`config.mk`:
```
export PLATFORM = sky130hd
export DESIGN_NAME = line_edit_buffer_unit
export DESIGN_NICKNAME = d
export VERILOG_FILES = /design/src/leb_pkg.sv /design/src/leb_ram.sv /design/src/leb_front.sv /design/src/leb_cmd_fifo.sv /design/src/leb_back.sv /design/src/line_edit_buffer_unit.sv
export SDC_FILE = /design/constraint.sdc
export NUM_CORES = 1
export LEC_CHECK = 0
export BUFFER_PORTS_ARGS = -buffer_cell sky130_fd_sc_hd__buf_2
export CAP_MARGIN = 20
export CORE_MARGIN = 10
export CORE_UTILIZATION = 50
export DETAILED_ROUTE_END_ITERATION = 7
export PLACE_DENSITY = 0.68
export SLEW_MARGIN = 20
export SYNTH_ARGS = -nofsm -noshare
export SYNTH_HDL_FRONTEND = slang
export SYNTH_SLANG_ARGS = --single-unit
```
`constraint.sdc`:
```
create_clock -name aclk -period 3.2 [get_ports aclk]
set_input_delay 0.32 -clock aclk [delete_from_list [all_inputs] [get_ports aclk]]
set_output_delay 0.32 -clock aclk [all_outputs]
set_load 0.02 [all_outputs]
```
`src/leb_pkg.sv`:
```
// shared types and constants for the line edit buffer
// no dependencies; used by every module of the block except leb_ram
`default_nettype none

package leb_pkg;

    localparam int LINE_CAP_DEF = 16;
    localparam int CMD_DEPTH    = 2;

    localparam logic [7:0] KEY_ESC       = 8'd27;
    localparam logic [7:0] KEY_EXT       = 8'd51;
    localparam logic [7:0] KEY_DEL       = 8'd126;
    localparam logic [7:0] KEY_RIGHT     = 8'd67;
    localparam logic [7:0] KEY_LEFT      = 8'd68;
    localparam logic [7:0] KEY_HOME      = 8'd72;
    localparam logic [7:0] KEY_BACKSPACE = 8'd127;

    typedef enum logic [1:0] {
        PH_IDLE,
        PH_SKIP,
        PH_SELECT,
        PH_DELWAIT
    } phase_t;

    typedef enum logic [2:0] {
        OP_LEFT,
        OP_RIGHT,
        OP_HOME,
        OP_DEL,
        OP_BKSP,
        OP_INS
    } op_t;

    typedef struct packed {
        op_t        op;
        logic [7:0] key;
    } cmd_t;

    typedef enum logic [2:0] {
        B_IDLE,
        B_SHIFT_RD,
        B_SHIFT_WR,
        B_INS_PUT,
        B_EMIT_RD,
        B_EMIT_OUT
    } back_state_t;

endpackage

`default_nettype wire

```
`src/leb_ram.sv`:
```
// generic single write port, single read port ram with registered read
// no dependencies
`default_nettype none

module leb_ram #(
    parameter int WIDTH = 8,
    parameter int DEPTH = 16
) (
    input  wire logic                     aclk,
    input  wire logic                     we,
    input  wire logic [$clog2(DEPTH)-1:0] waddr,
    input  wire logic [WIDTH-1:0]         wdata,
    input  wire logic [$clog2(DEPTH)-1:0] raddr,
    output logic      [WIDTH-1:0]         rdata
);

    logic [WIDTH-1:0] mem [DEPTH];

    always_ff @(posedge aclk) begin
        if (we) begin
            mem[waddr] <= wdata;
        end
        rdata <= mem[raddr];
    end

endmodule

`default_nettype wire

```
`src/leb_front.sv`:
```
// keystroke front end: escape sequence tracking and command classification
// depends on leb_pkg
`default_nettype none

module leb_front (
    input  wire logic          aclk,
    input  wire logic          aresetn,
    input  wire logic          s_valid,
    output logic               s_ready,
    input  wire logic [7:0]    s_key,
    input  wire logic          cmd_full,
    output logic               cmd_push,
    output leb_pkg::cmd_t      cmd_out
);

    import leb_pkg::*;

    phase_t phase_reg, phase_next;
    logic   accept;

    assign s_ready = !cmd_full;
    assign accept  = s_valid && s_ready;

    always_ff @(posedge aclk) begin
        if (!aresetn) begin
            phase_reg <= PH_IDLE;
        end else begin
            phase_reg <= phase_next;
        end
    end

    // next phase
    always_comb begin
        phase_next = phase_reg;
        if (accept) begin
            unique case (phase_reg)
                PH_IDLE: begin
                    if (s_key == KEY_ESC) begin
                        phase_next = PH_SKIP;
                    end
                end
                PH_SKIP:   phase_next = PH_SELECT;
                PH_SELECT: begin
                    if (s_key == KEY_EXT) begin
                        phase_next = PH_DELWAIT;
                    end else begin
                        phase_next = PH_IDLE;
                    end
                end
                PH_DELWAIT: phase_next = PH_IDLE;
                default:    phase_next = PH_IDLE;
            endcase
        end
    end

    // classification
    always_comb begin
        cmd_push    = 1'b0;
        cmd_out.op  = OP_INS;
        cmd_out.key = s_key;
        if (accept) begin
            unique case (phase_reg)
                PH_IDLE: begin
                    if (s_key == KEY_BACKSPACE) begin
                        cmd_push   = 1'b1;
                        cmd_out.op = OP_BKSP;
                    end else if (s_key != KEY_ESC) begin
                        cmd_push   = 1'b1;
                        cmd_out.op = OP_INS;
                    end
                end
                PH_SELECT: begin
                    if (s_key == KEY_LEFT) begin
                        cmd_push   = 1'b1;
                        cmd_out.op = OP_LEFT;
                    end else if (s_key == KEY_RIGHT) begin
                        cmd_push   = 1'b1;
                        cmd_out.op = OP_RIGHT;
                    end else if (s_key == KEY_HOME) begin
                        cmd_push   = 1'b1;
                        cmd_out.op = OP_HOME;
                    end
                end
                PH_DELWAIT: begin
                    if (s_key == KEY_DEL) begin
                        cmd_push   = 1'b1;
                        cmd_out.op = OP_DEL;
                    end
                end
                default: ;
            endcase
        end
    end

endmodule

`default_nettype wire

```
`src/leb_cmd_fifo.sv`:
```
// short command queue between front end and edit engine
// depends on leb_pkg
`default_nettype none

module leb_cmd_fifo #(
    parameter int DEPTH = leb_pkg::CMD_DEPTH
) (
    input  wire logic          aclk,
    input  wire logic          aresetn,
    input  wire logic          push,
    input  wire leb_pkg::cmd_t push_data,
    output logic               full,
    input  wire logic          pop,
    output logic               not_empty,
    output leb_pkg::cmd_t      pop_data
);

    import leb_pkg::*;

    localparam int PW = (DEPTH > 1) ? $clog2(DEPTH) : 1;
    localparam int NW = $clog2(DEPTH + 1);

    cmd_t            entry_reg [DEPTH];
    logic [PW-1:0]   wr_ptr_reg, wr_ptr_next;
    logic [PW-1:0]   rd_ptr_reg, rd_ptr_next;
    logic [NW-1:0]   count_reg, count_next;

    assign full      = (count_reg == NW'(DEPTH));
    assign not_empty = (count_reg != '0);
    assign pop_data  = entry_reg[rd_ptr_reg];

    always_comb begin
        wr_ptr_next = wr_ptr_reg;
        rd_ptr_next = rd_ptr_reg;
        count_next  = count_reg;
        if (push) begin
            wr_ptr_next = (wr_ptr_reg == PW'(DEPTH - 1)) ? '0 : wr_ptr_reg + 1'b1;
        end
        if (pop) begin
            rd_ptr_next = (rd_ptr_reg == PW'(DEPTH - 1)) ? '0 : rd_ptr_reg + 1'b1;
        end
        if (push && !pop) begin
            count_next = count_reg + 1'b1;
        end else if (pop && !push) begin
            count_next = count_reg - 1'b1;
        end
    end

    always_ff @(posedge aclk) begin
        if (!aresetn) begin
            wr_ptr_reg <= '0;
            rd_ptr_reg <= '0;
            count_reg  <= '0;
        end else begin
            wr_ptr_reg <= wr_ptr_next;
            rd_ptr_reg <= rd_ptr_next;
            count_reg  <= count_next;
        end
    end

    always_ff @(posedge aclk) begin
        if (push) begin
            entry_reg[wr_ptr_reg] <= push_data;
        end
    end

endmodule

`default_nettype wire

```
`src/leb_back.sv`:
```
// edit engine: shifts the line in ram, keeps cursor and length, redraws the line
// depends on leb_pkg and leb_ram
`default_nettype none

module leb_back #(
    parameter int LINE_CAP = leb_pkg::LINE_CAP_DEF
) (
    input  wire logic                            aclk,
    input  wire logic                            aresetn,
    input  wire logic                            cmd_valid,
    input  wire leb_pkg::cmd_t                   cmd_in,
    output logic                                 cmd_pop,
    output logic                                 m_valid,
    input  wire logic                            m_ready,
    output logic [7:0]                           m_ch,
    output logic                                 m_char_valid,
    output logic [$clog2(LINE_CAP)-1:0]          m_position,
    output logic [$clog2(LINE_CAP+1)-1:0]        m_cursor_pos,
    output logic [$clog2(LINE_CAP+1)-1:0]        m_line_length,
    output logic                                 m_last
);

    import leb_pkg::*;

    localparam int AW = $clog2(LINE_CAP);
    localparam int CW = $clog2(LINE_CAP + 1);
    localparam int XW = CW + 1;

    back_state_t   state_reg, state_next;
    logic [AW-1:0] idx_reg, idx_next;
    logic [CW-1:0] cursor_reg, cursor_next;
    logic [CW-1:0] length_reg, length_next;
    logic [7:0]    key_reg, key_next;
    logic          up_reg, up_next;

    logic          valid_reg;
    logic [7:0]    ch_reg;
    logic          char_valid_reg;
    logic [AW-1:0] position_reg;
    logic [CW-1:0] cursor_out_reg;
    logic [CW-1:0] length_out_reg;
    logic          last_reg;

    logic          ram_we;
    logic [AW-1:0] ram_waddr;
    logic [7:0]    ram_wdata;
    logic [AW-1:0] ram_raddr;
    logic [7:0]    ram_rdata;

    logic          out_free;
    logic          out_load;
    logic [XW-1:0] idx_x;
    logic [XW-1:0] cursor_x;
    logic [XW-1:0] length_x;
    logic          run_end;

    assign idx_x    = XW'(idx_reg);
    assign cursor_x = XW'(cursor_reg);
    assign length_x = XW'(length_reg);
    assign out_free = !valid_reg || m_ready;
    assign run_end  = (length_reg == '0) || (idx_x + XW'(1) == length_x);

    leb_ram #(
        .WIDTH (8),
        .DEPTH (LINE_CAP)
    ) u_line_ram (
        .aclk  (aclk),
        .we    (ram_we),
        .waddr (ram_waddr),
        .wdata (ram_wdata),
        .raddr (ram_raddr),
        .rdata (ram_rdata)
    );

    // next state and datapath registers
    always_comb begin
        state_next  = state_reg;
        idx_next    = idx_reg;
        cursor_next = cursor_reg;
        length_next = length_reg;
        key_next    = key_reg;
        up_next     = up_reg;
        unique case (state_reg)
            B_IDLE: begin
                if (cmd_valid) begin
                    key_next = cmd_in.key;
                    unique case (cmd_in.op)
                        OP_LEFT: begin
                            if (cursor_reg != '0) begin
                                cursor_next = cursor_reg - 1'b1;
                            end
                            idx_next   = '0;
                            state_next = B_EMIT_RD;
                        end
                        OP_RIGHT: begin
                            if (cursor_reg < length_reg) begin
                                cursor_next = cursor_reg + 1'b1;
                            end
                            idx_next   = '0;
                            state_next = B_EMIT_RD;
                        end
                        OP_HOME: begin
                            cursor_next = '0;
                            idx_next    = '0;
                            state_next  = B_EMIT_RD;
                        end
                        OP_DEL: begin
                            if (cursor_reg < length_reg) begin
                                up_next = 1'b0;
                                if (cursor_x + XW'(1) < length_x) begin
                                    idx_next   = cursor_reg[AW-1:0];
                                    state_next = B_SHIFT_RD;
                                end else begin
                                    length_next = length_reg - 1'b1;
                                    idx_next    = '0;
                                    state_next  = B_EMIT_RD;
                                end
                            end
                        end
                        OP_BKSP: begin
                            if (cursor_reg != '0) begin
                                up_next     = 1'b0;
                                cursor_next = cursor_reg - 1'b1;
                                if (cursor_reg < length_reg) begin
                                    idx_next   = AW'(cursor_reg - 1'b1);
                                    state_next = B_SHIFT_RD;
                                end else begin
                                    length_next = length_reg - 1'b1;
                                    idx_next    = '0;
                                    state_next  = B_EMIT_RD;
                                end
                            end
                        end
                        OP_INS: begin
                            if (length_reg < CW'(LINE_CAP)) begin
                                up_next = 1'b1;
                                if (length_reg > cursor_reg) begin
                                    idx_next   = length_reg[AW-1:0];
                                    state_next = B_SHIFT_RD;
                                end else begin
                                    state_next = B_INS_PUT;
                                end
                            end
                        end
                        default: ;
                    endcase
                end
            end
            B_SHIFT_RD: state_next = B_SHIFT_WR;
            B_SHIFT_WR: begin
                if (up_reg) begin
                    idx_next = idx_reg - 1'b1;
                    if (idx_x - XW'(1) > cursor_x) begin
                        state_next = B_SHIFT_RD;
                    end else begin
                        state_next = B_INS_PUT;
                    end
                end else begin
                    if (idx_x + XW'(2) < length_x) begin
                        idx_next   = idx_reg + 1'b1;
                        state_next = B_SHIFT_RD;
                    end else begin
                        length_next = length_reg - 1'b1;
                        idx_next    = '0;
                        state_next  = B_EMIT_RD;
                    end
                end
            end
            B_INS_PUT: begin
                length_next = length_reg + 1'b1;
                cursor_next = cursor_reg + 1'b1;
                idx_next    = '0;
                state_next  = B_EMIT_RD;
            end
            B_EMIT_RD: state_next = B_EMIT_OUT;
            B_EMIT_OUT: begin
                if (out_free) begin
                    if (run_end) begin
                        state_next = B_IDLE;
                    end else begin
                        idx_next   = idx_reg + 1'b1;
                        state_next = B_EMIT_RD;
                    end
                end
            end
            default: state_next = B_IDLE;
        endcase
    end

    // ram control, queue pop, output load
    always_comb begin
        ram_we    = 1'b0;
        ram_waddr = idx_reg;
        ram_wdata = ram_rdata;
        ram_raddr = idx_reg;
        cmd_pop   = 1'b0;
        out_load  = 1'b0;
        unique case (state_reg)
            B_IDLE:     cmd_pop = cmd_valid;
            B_SHIFT_RD: ram_raddr = up_reg ? idx_reg - 1'b1 : idx_reg + 1'b1;
            B_SHIFT_WR: ram_we = 1'b1;
            B_INS_PUT: begin
                ram_we    = 1'b1;
                ram_waddr = cursor_reg[AW-1:0];
                ram_wdata = key_reg;
            end
            B_EMIT_RD:  ;
            B_EMIT_OUT: out_load = out_free;
            default: ;
        endcase
    end

    always_ff @(posedge aclk) begin
        if (!aresetn) begin
            state_reg  <= B_IDLE;
            cursor_reg <= '0;
            length_reg <= '0;
            valid_reg  <= 1'b0;
        end else begin
            state_reg  <= state_next;
            cursor_reg <= cursor_next;
            length_reg <= length_next;
            if (out_load) begin
                valid_reg <= 1'b1;
            end else if (m_ready) begin
                valid_reg <= 1'b0;
            end
        end
    end

    always_ff @(posedge aclk) begin
        idx_reg <= idx_next;
        key_reg <= key_next;
        up_reg  <= up_next;
        if (out_load) begin
            ch_reg         <= (length_reg == '0) ? 8'd0 : ram_rdata;
            char_valid_reg <= (length_reg != '0);
            position_reg   <= (length_reg == '0) ? '0 : idx_reg;
            cursor_out_reg <= cursor_reg;
            length_out_reg <= length_reg;
            last_reg       <= run_end;
        end
    end

    assign m_valid       = valid_reg;
    assign m_ch          = ch_reg;
    assign m_char_valid  = char_valid_reg;
    assign m_position    = position_reg;
    assign m_cursor_pos  = cursor_out_reg;
    assign m_line_length = length_out_reg;
    assign m_last        = last_reg;

endmodule

`default_nettype wire

```
`src/line_edit_buffer_unit.sv`:
```
// top level of the line edit buffer: front end, command queue and edit engine
// depends on leb_pkg, leb_front, leb_cmd_fifo, leb_back
//
// One-line text editor driven by keystroke bytes. ESC, a discarded byte and a
// selector byte move the cursor (C right, D left, H home) or, with 3 then ~,
// delete at the cursor; 127 is backspace and every other byte is inserted at
// the cursor. Each move, and each edit that applies, produces one redraw run on the
// m_ channel, one request per character with m_last on the final one, or a
// single request with m_char_valid low for an empty line; ignored edits
// produce nothing. Keystrokes are taken into a two-entry command queue, so
// escape bytes, and up to two typed-ahead commands, flow in at one per cycle
// while a redraw runs, as long as the queue is not full.
// The edit engine works through the line RAM's single read port with
// registered read: each character moved in the line takes a read state and a
// write state, an insert adds one write, and each redraw result takes a read
// state and an output state that waits for m_ready.
// The line store has no reset; only data from written entries is ever used.
`default_nettype none

module line_edit_buffer_unit #(
    parameter int LINE_CAP = leb_pkg::LINE_CAP_DEF
) (
    input  wire logic                           aclk,
    input  wire logic                           aresetn,
    input  wire logic                           s_valid,
    output logic                                s_ready,
    input  wire logic [7:0]                     s_key,
    output logic                                m_valid,
    input  wire logic                           m_ready,
    output logic [7:0]                          m_ch,
    output logic                                m_char_valid,
    output logic [$clog2(LINE_CAP)-1:0]         m_position,
    output logic [$clog2(LINE_CAP+1)-1:0]       m_cursor_pos,
    output logic [$clog2(LINE_CAP+1)-1:0]       m_line_length,
    output logic                                m_last
);

    import leb_pkg::*;

    cmd_t push_cmd;
    cmd_t pop_cmd;
    logic push;
    logic full;
    logic pop;
    logic not_empty;

    leb_front u_front (
        .aclk     (aclk),
        .aresetn  (aresetn),
        .s_valid  (s_valid),
        .s_ready  (s_ready),
        .s_key    (s_key),
        .cmd_full (full),
        .cmd_push (push),
        .cmd_out  (push_cmd)
    );

    leb_cmd_fifo #(
        .DEPTH (CMD_DEPTH)
    ) u_cmd_fifo (
        .aclk      (aclk),
        .aresetn   (aresetn),
        .push      (push),
        .push_data (push_cmd),
        .full      (full),
        .pop       (pop),
        .not_empty (not_empty),
        .pop_data  (pop_cmd)
    );

    leb_back #(
        .LINE_CAP (LINE_CAP)
    ) u_back (
        .aclk          (aclk),
        .aresetn       (aresetn),
        .cmd_valid     (not_empty),
        .cmd_in        (pop_cmd),
        .cmd_pop       (pop),
        .m_valid       (m_valid),
        .m_ready       (m_ready),
        .m_ch          (m_ch),
        .m_char_valid  (m_char_valid),
        .m_position    (m_position),
        .m_cursor_pos  (m_cursor_pos),
        .m_line_length (m_line_length),
        .m_last        (m_last)
    );

endmodule

`default_nettype wire

```
==> reports/metrics.csv, run 1 <==
stage;metric;value;unit
yosys;largest family of logic cells by synthesized area;multiplexers;
critical_path;critical path peak fanout;15;
yosys;number of synthesized flops with an enable pin;187;
power_and_ir_drop;cell-internal power;7.51;mW
placed_design;dpl hpwl;15400;um
global_route;GRT overflow;0;
power_and_ir_drop;Clock Power Share;23.2;%
routing;Top Layer Used;met4;
routing;routed wire length;22400;um
die;Die Ht;161;um
worst_hold_path;Worst Hold Class;input pin to register;
die;area of the core;0.0195;mm^2
yosys;compound-cell area share of the yosys netlist;8.66;%
power_and_ir_drop;VDD IR-drop max;0.438;mV
power_and_ir_drop;Switching Share;36.0;%
placed_design;I/O Buffers;37;
routing;antenna-violating nets left;0;
clock_tree;Clock H-tree levels;1;
power_and_ir_drop;Leak;4.00;nW
yosys;mux contribution to synthesized area;12.1;%
finish;layout cells sized above 1;21.8;%
die;initial core utilization;51.1;%
yosys;cell area after synthesis;0.00998;mm^2
routing;wire per inst;21.6;um
die;IO Count;38;
critical_path;Worst path max stage delay;0.68;ns
timing;skew final;0.00849;ns
timing;Relative slew margins;34.7;%
finish;Final #Nets;800;
global_route;vias in the first global route;6179;
critical_path;CP endpoint kind;register;
routing;met1 wire length;10200;um
global_route;antenna violations before repair;0;
finish;final core occ;58.4;%
yosys;share of synthesized registers carrying an async set or reset;0;%
timing;Worst-Margin Slew;0.976;ns
timing;setup violators final;0;
timing;Fin. Hold Viols;0;
die;Row Count;51;
yosys;Seq/Total Area, Yosys;62.1;%
critical_path;CP cell instances;nand3b_1, fa_1, a21o_1, a21oi_1, xor2_1, or4_1, a21oi_1;
clock_tree;Max Buffers Root-to-Sink;3;
routing;WL met3;1490;um
power_and_ir_drop;switching pwr;4.22;mW
clock_tree;Post-CTS Setup Repair Bufs;0;
timing;post-route minimum period;2.95;ns
global_route;Tot GR Track Use;17.1;%
timing;setup TNS;0;ns
routing;vias per cell;5.96;
flow_run;MaxCap Viol Count;0;
critical_path;Crit path arrival time;3.38;ns
clock_tree;Reg clk slew, reported paths;0.06;ns
routing;DRT Pass-1 Iters;5;
global_route;global-route wire length before repair;35600;um
clock_tree;Resize count post-CTS;0;
critical_path;CP Launch Type;register;
power_and_ir_drop;combinational power share;42.5;%
critical_path;Most common cell on crit path;a21oi_1;
routing;Via Count;6191;
yosys;Synth Net Count;737;
clock_tree;Clk Latency, worst-skew pair;0.51;ns
clock_tree;CTS tree;yes;
clock_tree;Post-CTS Hold Buffers;0;
routing;metal2 WL;10400;um
yosys;adder-cell share of the synthesized area;3.83;%
finish;# diodes;0;
global_route;largest net degree at the start of global routing;33;
critical_path;CP required;3.63;ns
timing;Max Slew Vio Count;0;
outcome;run status;finished, final reports clean;
yosys;post-synthesis register bit count;216;
finish;max reg flops;128;
yosys;Post-Synth Simple-Gate Area;9.22;%
critical_path;Crit path buffers/inverters;0;
yosys;Post-Synth XOR/XNOR Area;1.93;%
timing;f_max;339;MHz
critical_path;Crit Path Category;register to register;
yosys;Ys Warns;0;
timing;Tcrit/Tclk final;92.3;%
yosys;Syn Inst Count;695;
placed_design;Placer Congestion;0.974;
die;die width;161;um
finish;commonest non-fill, non-tap cell in the layout;edfxtp_1;
yosys;Synth Area per Inst;14.4;um^2
timing;RSZ-0062 raised after global routing;false;
power_and_ir_drop;PwrDens;1030;mW/mm^2
clock_tree;Clock Sinks;216;
finish;Layout area overhead;14.2;%
finish;number of filler cells placed in the layout;1590;
yosys;Distinct cells, synth;78;
finish;most frequent cells in the layout;edfxtp_1, nor2_1, buf_2;
critical_path;slowest stage cell, crit path;fa_1;
clock_tree;root buf cell;clkbuf_16;
clock_tree;CTS buffer count;22;
critical_path;Worst path top cell family by delay;simple AND/OR/NAND/NOR gates;
die;Die Area;0.0260;mm^2
routing;Initial DRC Count;546;
critical_path;slack of the worst reg-to-reg path;0.25;ns
power_and_ir_drop;Seq pwr share;34.3;%
yosys;top_reg_cell synth;edfxtp_1;
routing;Residual DRC;0;
[routing by layer]
metal	vias to the layer above	GRT usage, %
met5	-	0
met4	0	4.14
met3	34	2.57
met2	247	26.8
met1	3077	24.5
li1	2833	-
[Yosys cell counts, types with 12 or more instances]
master	count	area (um^2)
o21ai_0	24	120
nor2_1	51	191
clkbuf_1	15	56.3
nand2_1	35	131
edfxtp_1	187	5620
dfxtp_1	29	581
mux2i_1	30	300
mux4_2	32	721
nor3_1	14	70.1
a21oi_1	34	170
mux2_2	17	191
inv_1	20	75.1
ha_1	29	363
xnor2_1	12	105
nor2b_1	18	113
[final cells by class]
class / instances / area (um^2) / share of cell area, %
sequential: 216 / 6200 / 54.3
inverter: 22 / 82.6 / 0.724
clock inverter: 8 / 130 / 1.14
tap: 265 / 332 / 2.91
clock buffer: 32 / 649 / 5.69
multi-input combinational: 431 / 3590 / 31.5
timing repair buffer: 65 / 420 / 3.69
[path summary, 6_finish.rpt]
kind / start / endpoint / cells past startpoint
max: u_back.state_reg[1] / u_back.length_reg[4] / 7
max reg2reg: u_back.state_reg[1] / u_back.length_reg[4] / 7
min: s_key[7] / u_cmd_fifo.entry_reg[1][7] / 1
min reg2reg: u_back.cursor_reg[0] / u_back.cursor_reg[0] / 2
[worst register-to-register path: cells and delay by family (launching register included)]
kind | cells | cell delay, ns
compound gates | 3 | 0.50
xor+xnor | 1 | 0.11
fa+ha+maj | 1 | 0.69
flops | 1 | 0.52
simple gates | 2 | 1.06
[cells by family after synthesis]
group	Yosys count
flops	216
simple gates	177
compound gates	123
mux	79
buf+inv	48
fa+ha+maj	30
xor+xnor	22
[power groups by stage]
stage / sequential (mW) / combinational (mW) / clock [mW]
final: 4.03 / 4.98 / 2.72
after global routing: 4.06 / 5.42 / 2.88
after CTS: 4.02 / 4.96 / 2.75
after detailed placement: 4.08 / 4.93 / 0
after global placement: 4.07 / 4.78 / 0
after floorplan: 3.97 / 3.55 / 0
[through the flow]
step	std cells	cell area [um^2]	power, mW	hold slack [ns]	worst slack, ns
finish	1039	11400	11.7	0.0255	0.247
global route	1039	11400	12.4	0.0153	0.0501
CTS	1039	11400	11.7	0.0137	0.334
detailed placement	999	10600	9.00	0.506	0.265
global placement	999	10600	8.85	0.491	0.424
floorplan	695	9980	7.52	0.419	0.463
Note: power is estimated with default switching activity, not from simulation.
==> inputs of run 2 (changes only) <==
==> constraint.sdc (replaced) <==
create_clock -name aclk -period 3.59 [get_ports aclk]
set_input_delay 0.359 -clock aclk [delete_from_list [all_inputs] [get_ports aclk]]
set_output_delay 0.359 -clock aclk [all_outputs]
set_load 0.05 [all_outputs]
==> reports/metrics.csv, run 2 (synthesized netlist as in run 1, its figures left out) <==
stage;metric;value;unit
global_route;largest net degree at the start of global routing;25;
global_route;Tot GR Track Use;17.8;%
critical_path;Worst path max stage delay;0.72;ns
critical_path;Worst Setup SP;u_back.cursor_reg[0];
critical_path;Reg2Reg Launch Point;u_back.cursor_reg[0];
clock_tree;Post-CTS Setup Repair Bufs;0;
timing;setup TNS;0;ns
global_route;vias in the first global route;6310;
placed_design;dpl hpwl;16100;um
routing;Via Count;6263;
finish;most frequent cells in the layout;edfxtp_1, nor2_1, buf_2;
timing;Relative slew margins;37.1;%
placed_design;Placer Congestion;0.936;
power_and_ir_drop;Tot Pwr;10.3;mW
clock_tree;Clk Latency, worst-skew pair;0.52;ns
critical_path;CP endpoint kind;register;
power_and_ir_drop;switching pwr;3.86;mW
routing;antenna-violating nets left;0;
critical_path;slowest stage cell, crit path;dfxtp_1;
global_route;antenna violations before repair;0;
clock_tree;Max Buffers Root-to-Sink;3;
critical_path;CP cell instances;inv_1, ha_1, ha_1, a21boi_0, o2111a_1, o311a_1, o311ai_2, o21ai_0, a21oi_1;
clock_tree;Resize count post-CTS;0;
critical_path;CP required;4.03;ns
power_and_ir_drop;combinational power share;42.9;%
critical_path;Crit path arrival time;3.58;ns
power_and_ir_drop;Leak;4.01;nW
global_route;GRT met2 Usage;27.7;%
placed_design;dpl cells;1005;
finish;design area;0.0114;mm^2
clock_tree;Clock Sinks;216;
finish;Layout area overhead;14.0;%
die;die width;161;um
global_route;M3 GR Usage;3.53;%
finish;max reg flops;128;
routing;DRT Pass-1 Iters;5;
die;initial core utilization;51.1;%
finish;final core occ;58.3;%
finish;# diodes;0;
routing;Residual DRC;0;
worst_hold_path;Hold Crit Depth;1;
flow_run;MaxCap Viol Count;0;
worst_hold_path;HP Start;s_key[7];
critical_path;R2R cell count;9;
power_and_ir_drop;Seq pwr share;35.4;%
timing;Worst-Margin Slew;0.938;ns
power_and_ir_drop;Clock Power Share;21.7;%
timing;post-route setup slack;0.446;ns
routing;wire per inst;22.3;um
placed_design;pre-CTS WS;0.531;ns
global_route;GRT overflow;0;
finish;non-filler cells in the finished layout;1047;
clock_tree;root buf cell;clkbuf_16;
finish;commonest non-fill, non-tap cell in the layout;edfxtp_1;
power_and_ir_drop;VDD IR-drop max;0.454;mV
placed_design;placed inst area;0.0107;mm^2
timing;setup violators final;0;
placed_design;I/O Buffers;37;
routing;vias per cell;5.98;
die;IO Count;38;
timing;Max Slew Vio Count;0;
routing;Initial DRC Count;553;
worst_hold_path;Worst Hold Class;input pin to register;
clock_tree;Reg clk slew, reported paths;0.06;ns
die;Die Ht;161;um
die;area of the core;0.0195;mm^2
clock_tree;Clock H-tree levels;1;
timing;Tcrit/Tclk final;87.6;%
critical_path;Crit Path Category;register to register;
outcome;run status;finished, final reports clean;
routing;routed wire length;23400;um
power_and_ir_drop;cell-internal power;6.46;mW
power_and_ir_drop;PwrDens;907;mW/mm^2
finish;number of filler cells placed in the layout;1571;
clock_tree;Post-CTS Hold Buffers;0;
timing;Fin. Hold Viols;0;
global_route;GR peak layer;met2;
critical_path;CP Launch Type;register;
timing;Hold Slack;0.0540;ns
die;Row Count;51;
finish;Final #Nets;807;
timing;f_max;318;MHz
critical_path;Most common cell on crit path;ha_1;
clock_tree;CTS buffer count;23;
timing;post-route minimum period;3.14;ns
power_and_ir_drop;Switching Share;37.4;%
timing;RSZ-0062 raised after global routing;false;
critical_path;critical path peak fanout;18;
global_route;global-route wire length before repair;36500;um
finish;layout cells sized above 1;22.6;%
clock_tree;CTS tree;yes;
global_route;met1 usage;25.1;%
die;Die Area;0.0260;mm^2
timing;skew final;0.0111;ns
## run 2: cell count changes in the layout (fill, tap and decap cells not counted), sizes merged
cell / previous run / this run
buf: 65 / 71
bufinv: 3 / 0
clkbuf: 32 / 31
clkinv: 6 / 9
clkinvlp: 0 / 2
inv: 21 / 22
## run 2: power groups by stage
stage	Sequential (mW)	Combinational [mW]	Clock [mW]
floorplan	3.56	3.17	0
global placement	3.69	4.23	0
detailed placement	3.70	4.34	0
CTS	3.65	4.37	2.27
global route	3.70	4.79	2.39
finish	3.66	4.42	2.24
## run 2: path summary, 6_finish.rpt
check / end / slack, ns
max: u_back.length_reg[1] / 0.45
min: u_cmd_fifo.entry_reg[0][7] / 0.05
max reg2reg: u_back.length_reg[1] / 0.45
min reg2reg: u_back.m_valid / 0.51
## run 2: area by class of cell
cell class              count  area (um^2)  share of cell area [%]
flip-flops and latches    216         6200                    54.4
clock inverters            11         77.6                   0.682
clock buffers              31          646                    5.67
well taps                 265          332                    2.91
inverters                  22         82.6                   0.726
repair buffers             71          453                    3.98
multi-input cells         431         3590                    31.6
## run 2: worst max-delay path, delay by kind of cell, from the launching register on
family                   cells  cell delay [ns]
AO/OA/AOI/OAI                6             1.45
flip-flops                   1             0.72
adder cells (fa/ha/maj)      2             0.69
buffers and inverters        1             0.19
## run 2: layer usage
| metal | wire [um] | vias up |
|---|---|---|
| li1 | - | 2852 |
| met1 | 10400 | 3136 |
| met2 | 11000 | 250 |
| met3 | 1700 | 25 |
| met4 | 327 | 0 |
| met5 | 0 | - |
